File: config.mk
export PLATFORM = sky130hd
export DESIGN_NAME = seven_segment_text_scanner_core
export DESIGN_NICKNAME = d
export VERILOG_FILES = /design/src/rtl/ssts_pkg.sv /design/src/rtl/seven_segment_text_scanner_core.sv
export VERILOG_INCLUDE_DIRS = /design/src /design/src/rtl
export SDC_FILE = /design/constraint.sdc
export NUM_CORES = 1
export LEC_CHECK = 0
export ABC_AREA = 1
export BUFFER_PORTS_ARGS = -buffer_cell sky130_fd_sc_hd__buf_2
export CAP_MARGIN = 25
export CORE_MARGIN = 1.5
export CORE_UTILIZATION = 40
export DETAILED_ROUTE_END_ITERATION = 6
export GPL_TIMING_DRIVEN = 0
export HOLD_SLACK_MARGIN = 0.15
export PLACE_DENSITY = 0.64
export SLEW_MARGIN = 40
export SYNTH_ARGS = -nofsm -noshare
export SYNTH_HDL_FRONTEND = slang
export SYNTH_SLANG_ARGS = --single-unit
File: constraint.sdc
create_clock -name clk -period 7.2 [get_ports clk]
set_input_delay 1.08 -clock clk [delete_from_list [all_inputs] [get_ports clk]]
set_output_delay 1.08 -clock clk [all_outputs]
set_load 0.05 [all_outputs]
File: src/rtl/seven_segment_text_scanner_core_defines.svh
// ---------------------------------------------------------------------------
// seven_segment_text_scanner_core_defines.svh
// assertion macros shared by the scanner rtl
// ---------------------------------------------------------------------------
`ifndef SEVEN_SEGMENT_TEXT_SCANNER_CORE_DEFINES_SVH
`define SEVEN_SEGMENT_TEXT_SCANNER_CORE_DEFINES_SVH

// condition must hold in the same cycle as the trigger
`define SSTS_ASSERT_NOW(label, trig, cond) \
  label: assert property (@(posedge clk) disable iff (rst) (trig) |-> (cond)) \
    else $error("scanner check failed: same-cycle condition");

// condition must hold in the cycle after the trigger
`define SSTS_ASSERT_NEXT(label, trig, cond) \
  label: assert property (@(posedge clk) disable iff (rst) (trig) |=> (cond)) \
    else $error("scanner check failed: next-cycle condition");

`endif

File: src/rtl/ssts_pkg.sv
// ---------------------------------------------------------------------------
// ssts_pkg
// constants, segment table and glyph lookup for the text scanner
// ---------------------------------------------------------------------------
package ssts_pkg;

  localparam int NUM_DIGITS = 4;
  localparam int SLOT_W     = (NUM_DIGITS > 1) ? $clog2(NUM_DIGITS) : 1;
  localparam int FILL_W     = $clog2(NUM_DIGITS + 1);
  localparam int DEN_W      = 4;

  // request kinds carried in tuser
  localparam logic REQ_CHAR = 1'b0;
  localparam logic REQ_TICK = 1'b1;

  // character codes
  localparam logic [7:0] CHAR_DOT   = 8'h2E;
  localparam logic [7:0] CHAR_MINUS = 8'h2D;
  localparam logic [7:0] CHAR_0     = 8'h30;
  localparam logic [7:0] CHAR_9     = 8'h39;
  localparam logic [7:0] CHAR_LA    = 8'h61;
  localparam logic [7:0] CHAR_LF    = 8'h66;
  localparam logic [7:0] CHAR_UA    = 8'h41;
  localparam logic [7:0] CHAR_UF    = 8'h46;

  localparam logic [7:0] MINUS_PATTERN = 8'd8;
  localparam logic [7:0] OTHER_PATTERN = 8'd127;
  localparam logic [7:0] POINT_BIT     = 8'd128;
  localparam logic [7:0] INVERT_MASK   = 8'hFF;

  typedef logic [7:0] seg_t;

  localparam seg_t HEX_SEGMENTS [16] = '{
    8'h77, 8'h60, 8'h3E, 8'h7C, 8'h69, 8'h5D, 8'h5F, 8'h64,
    8'h7F, 8'h7D, 8'h6F, 8'h5B, 8'h17, 8'h7A, 8'h1F, 8'h0F
  };

  function automatic seg_t glyph(input logic [7:0] c);
    seg_t g;
    g = OTHER_PATTERN;
    if (c == CHAR_MINUS) begin
      g = MINUS_PATTERN;
    end else if (c >= CHAR_0 && c <= CHAR_9) begin
      g = HEX_SEGMENTS[4'(c - CHAR_0)];
    end else if (c >= CHAR_LA && c <= CHAR_LF) begin
      g = HEX_SEGMENTS[4'(c - CHAR_LA + 8'd10)];
    end else if (c >= CHAR_UA && c <= CHAR_UF) begin
      g = HEX_SEGMENTS[4'(c - CHAR_UA + 8'd10)];
    end
    return g;
  endfunction

endpackage

File: src/rtl/seven_segment_text_scanner_core.sv
// ---------------------------------------------------------------------------
// seven_segment_text_scanner_core
// multiplexed seven-segment driver: fills digit slots from text, scans them
//
//   channel   dir  fields (low bit up)
//   s_axis    in   tuser: req_type, tdata: char_code, tlast: end_of_text
//   m_axis    out  tdata: shift_byte, digit_enable, zero pad
//
// one beat per cycle on the input while not stalled; the slot update and the scan lookup are
// both single-level logic ahead of the state and result registers
// a tick beat shows up on m_axis the cycle after it is taken
// the result register is the only buffer: a full register that is not
// being drained stalls the input
// rst is synchronous active high and clears slots, fill, hold and scan state
// ---------------------------------------------------------------------------
`include "seven_segment_text_scanner_core_defines.svh"

module seven_segment_text_scanner_core (
  input  logic        clk,
  input  logic        rst,
  input  logic        s_axis_tvalid,
  output logic        s_axis_tready,
  input  logic [7:0]  s_axis_tdata,   // char_code
  input  logic        s_axis_tuser,   // req_type
  input  logic        s_axis_tlast,   // end_of_text
  output logic        m_axis_tvalid,
  input  logic        m_axis_tready,
  output logic [15:0] m_axis_tdata    // shift_byte, digit_enable, zero pad
);

  localparam int N      = ssts_pkg::NUM_DIGITS;
  localparam int SLOT_W = ssts_pkg::SLOT_W;
  localparam int FILL_W = ssts_pkg::FILL_W;
  localparam int DEN_W  = ssts_pkg::DEN_W;

  // display state
  ssts_pkg::seg_t    slots [N];
  logic [FILL_W-1:0] fill_position;
  logic              held_valid;
  logic [7:0]        held_char;
  logic [SLOT_W-1:0] scan_position;

  ssts_pkg::seg_t    slots_next [N];
  logic [FILL_W-1:0] fill_position_next;
  logic              held_valid_next;
  logic [7:0]        held_char_next;
  logic [SLOT_W-1:0] scan_position_next;

  // result register
  logic              out_valid;
  ssts_pkg::seg_t    out_shift;
  logic [DEN_W-1:0]  out_enable;

  logic              in_beat;
  logic              is_tick;

  assign s_axis_tready = !out_valid || m_axis_tready;
  assign in_beat       = s_axis_tvalid && s_axis_tready;
  assign is_tick       = (s_axis_tuser == ssts_pkg::REQ_TICK);

  assign m_axis_tvalid = out_valid;
  assign m_axis_tdata  = {{(16 - 8 - DEN_W){1'b0}}, out_enable, out_shift};

  // character path: the held character is written once we know whether a
  // point follows; end of text flushes it and rewinds to slot 0
  always_comb begin
    slots_next         = slots;
    fill_position_next = fill_position;
    held_valid_next    = held_valid;
    held_char_next     = held_char;

    if (held_valid) begin
      // write out the held character, with the point if this beat is '.'
      if (fill_position_next < FILL_W'(N)) begin
        slots_next[fill_position_next[SLOT_W-1:0]] =
          ssts_pkg::glyph(held_char_next) |
          ((s_axis_tdata == ssts_pkg::CHAR_DOT) ? ssts_pkg::POINT_BIT : 8'd0);
        fill_position_next = fill_position_next + FILL_W'(1);
      end
      held_valid_next = 1'b0;
      if (s_axis_tdata != ssts_pkg::CHAR_DOT && fill_position_next < FILL_W'(N)) begin
        held_char_next  = s_axis_tdata;
        held_valid_next = 1'b1;
      end
    end else if (fill_position < FILL_W'(N)) begin
      // nothing held, so even a leading point is held as a plain character
      held_char_next  = s_axis_tdata;
      held_valid_next = 1'b1;
    end

    if (s_axis_tlast) begin
      if (held_valid_next && fill_position_next < FILL_W'(N)) begin
        slots_next[fill_position_next[SLOT_W-1:0]] = ssts_pkg::glyph(held_char_next);
      end
      fill_position_next = '0;
      held_valid_next    = 1'b0;
    end
  end

  // scan path: wrap after the last digit
  assign scan_position_next = (scan_position == SLOT_W'(N - 1)) ? '0
                            : scan_position + SLOT_W'(1);

  always_ff @(posedge clk) begin
    if (rst) begin
      for (int i = 0; i < N; i++) begin
        slots[i] <= '0;
      end
      fill_position <= '0;
      held_valid    <= 1'b0;
      held_char     <= '0;
      scan_position <= '0;
    end else if (in_beat) begin
      if (is_tick) begin
        scan_position <= scan_position_next;
      end else begin
        slots         <= slots_next;
        fill_position <= fill_position_next;
        held_valid    <= held_valid_next;
        held_char     <= held_char_next;
      end
    end
  end

  // result valid: set by an accepted tick, cleared when taken
  always_ff @(posedge clk) begin
    if (rst) begin
      out_valid <= 1'b0;
    end else if (in_beat && is_tick) begin
      out_valid <= 1'b1;
    end else if (m_axis_tready) begin
      out_valid <= 1'b0;
    end
  end

  // result payload: inverted pattern and one-hot enable of the shown digit
  always_ff @(posedge clk) begin
    if (in_beat && is_tick) begin
      out_shift  <= slots[scan_position] ^ ssts_pkg::INVERT_MASK;
      out_enable <= DEN_W'(1) << scan_position;
    end
  end

  `SSTS_ASSERT_NOW(a_fill_range, 1'b1, fill_position <= FILL_W'(N))
  `SSTS_ASSERT_NEXT(a_tick_gives_beat, in_beat && is_tick, out_valid)
  `SSTS_ASSERT_NEXT(a_text_end_rewinds, in_beat && !is_tick && s_axis_tlast,
    fill_position == '0 && !held_valid)
  `SSTS_ASSERT_NOW(a_enable_onehot, out_valid, $onehot0(out_enable))

endmodule

==> reports/metrics.yaml <==
status: "complete, no violations"
required_ps: 7380
finish.utilization_pct: 47.46
internal_power_mw: 0.6814
initial_core_util_pct: 41.73
cp-end-kind: "flop"
htreeDepth: 3
grt_pass1_vias: 4722
vias: 5067
core_area_mm2: 0.01098
die_h_um: 110.0
hold_buffers: 0
syn2layout_area_growth_pct: 13.73
powerDensity_mw_per_mm2: 188.7
crit_fanout: 10
rows: 38
grt-ovfl-total: 0
cp.arrival_ps: 3680
grt_pass1_wl_mm: 23.39
crit_path_cell_trace: "buf_2 -> inv_1 -> nand2_1 -> nor2_1 -> nand2_2 -> nand2_4 -> nand2_4 -> nand2_1 -> nand2_2 -> inv_1 -> ha_1 -> inv_1 -> nand3_1 -> nand3_1 -> nor2_2 -> nand2_1 -> nand2_1 -> nand2_1 -> nand2_1 -> a21oi_1"
finalSetupTns_ps: 0
drv_cap: 0
clkLatencyLatePin_ps: 330
min_period_ps: 3494
hold_viol: 0
place.gp.congestion: 0.9220
max_slew.worst_pin.slew_ps: 716.9
grtUsageTotal_pct: 25.32
drive_gt1_share_pct: 11.41
ys_ff_latch: 59
routed_wirelength_mm: 14.48
first_iter_violations: 512
path_common_cell: "nand2_1"
power.share.clock_pct: 44.4
finalCritPeriodShare_pct: 48.52
p_switching_mw: 0.3023
clkTransAtPathRegs_ps: 60
rsz0062_at_grt: "false"
fin_nets: 809
reg2reg_depth: 16
cts_setup_buffers: 0
cts_buffer_depth: 2
die_x_um: 110.0
avgViaCountPerCell: 5.508
ioPinCount: 32
grt_max_degree: 14
reg2reg_slack_ps: 4180
cts_tree: "done"
ant_nets: 0
slowest_delay_ps: 300
fin_skew_ps: 7.557
seqPwrFrac_pct: 36.8
synth_cell_types: 40
drcViolationCount: 0
finalSetupViolations: 0
io_buffer_count: 26
worstReg2RegStart: "fill_position[0]"
p_sw_share_pct: 30.73
setup_ws_ps: 3706
num_antenna_cells: 0
slew_violations: 0
layout_commonest_cell: "nand2_1"
start_kind: "input port"
syn_avg_cell_area_um2: 6.236
yosysSeqAreaShare_pct: 28.39
die_area_mm2: 0.01211
endpoint: "slots[21]"
dp_slack_ps: 3430
synth_area_mm2: 0.004583
ys_warn_count: 0
critPathKind: "in -> reg"
reg2reg_to: "slots[21]"
p_leak_nw: 2.339
wl_per_cell_um: 15.74
pwr-share-comb_pct: 18.8
slowest_stage: "ha_1"
vdd_ir_drop_max_mv: 0.1077
max_freq_mhz: 286.2
dr.pass1.iters: 5
ctsResizeCount: 0
numCtsBuffers: 9
slew_headroom_pct: 52.03
dp_hpwl_mm: 10.99
hold_path.class: "reg -> reg"
startpoint: "s_axis_tdata[4]"
synthCells: 735
final_cell_mix: "nand2_1 (243), inv_1 (90), a21oi_1 (60)"
clockRootBuffer: "clkbuf_16"
cts_sinks: 59
antenna_found_initial: 0
## layout make-up
type | count | area, um2
fill | 1163 | 5771
tap | 140 | 175.2
clock buffer | 10 | 239.0
buffer | 26 | 140.1
inverter | 94 | 354.1
clock inverter | 6 | 63.81
multi-input combinational | 559 | 2809
timing repair buffer | 26 | 130.1
sequential | 59 | 1301
## Yosys cell counts, drive strengths merged
| master | count | share of area (%) |
|---|---|---|
| o211ai | 8 | 1.3 |
| a22oi | 4 | 0.66 |
| o31ai | 1 | 0.16 |
| dfxtp | 47 | 21 |
| nand3 | 43 | 4.8 |
| nand2 | 259 | 23 |
| o22ai | 4 | 0.55 |
| a221oi | 1 | 0.19 |
| clkbuf | 13 | 1.1 |
| o21a | 1 | 0.16 |
| a21oi | 68 | 8.1 |
| inv | 92 | 7.5 |
| conb | 1 | 0.082 |
| o22a | 1 | 0.19 |
| o311ai | 1 | 0.19 |
| a21o | 2 | 0.33 |
| a31oi | 13 | 1.8 |
| ha | 20 | 5.5 |
| buf | 13 | 2.0 |
| nand4 | 6 | 0.82 |
| edfxtp | 12 | 7.9 |
| nor3 | 2 | 0.22 |
| clkinv | 2 | 0.19 |
| o221ai | 10 | 1.9 |
| xor2 | 1 | 0.19 |
| nand3b | 1 | 0.16 |
| nor2 | 55 | 5.2 |
| o21ai | 54 | 5.9 |
## critical path, delay by kind of cell
kind                       cells  cell delay (ps)
buffers and inverters          4              450
AOI/OAI and AO/OA              1               70
adders and majority gates      1              300
and+or+nand+nor               14             1770
## power by group through the flow
stage / Sequential, mW / Combinational, mW / Clock (mW)
global placement: 0.368 / 0.179 / 0
floorplan: 0.381 / 0.120 / 0
finish: 0.362 / 0.185 / 0.437
global route: 0.363 / 0.205 / 0.457
CTS: 0.361 / 0.182 / 0.441
detailed placement: 0.368 / 0.182 / 0
## flip-flops by register name, summed over array words and instances (netlist names)
signal	count
held_valid	1
slots	32
out_shift	8
fill_position	3
m_axis_tvalid	1
scan_position	2
held_char	8
out_enable	4
## per-layer routing
metal	up-vias	track usage [%]	routed length, um
li1	2487	-	-
met1	2369	34.26	6778
met2	175	40.73	6555
met3	36	3.880	772
met4	0	9.184	371
met5	-	0	0
## stage by stage
stage / total power, mW / instance area, um2 / hold slack (ps) / std cells
after floorplan: 0.5014 / 4594 / 455.2 / 738
final: 0.9836 / 5213 / 480.3 / 920
after global placement: 0.5469 / 4900 / 467.7 / 904
after CTS: 0.9843 / 5213 / 480.1 / 920
after global routing: 1.025 / 5213 / 504.8 / 920
after detailed placement: 0.5498 / 4910 / 471.8 / 904
## worst min path at each step
stage | cells after the start | startpoint | slack (ps) | end
detailed placement | 2 | slots[13] | 470 | slots[13]
global route | 2 | slots[16] | 500 | slots[16]
CTS | 2 | slots[13] | 480 | slots[13]
floorplan | 2 | slots[2] | 460 | slots[2]
global placement | 2 | slots[4] | 470 | slots[4]
finish | 2 | slots[2] | 480 | slots[2]
## kinds of logic after synthesis
logic type / after synthesis / share of synthesized area [%]
fa+ha+maj: 20 / 5.460
compound gates: 168 / 21.40
simple gates: 366 / 33.69
buf+inv: 120 / 10.78
xor+xnor: 1 / 0.1911
other cells: 1 / 0.08182
flops: 59 / 28.39
Note: power is estimated with default switching activity, not from simulation.
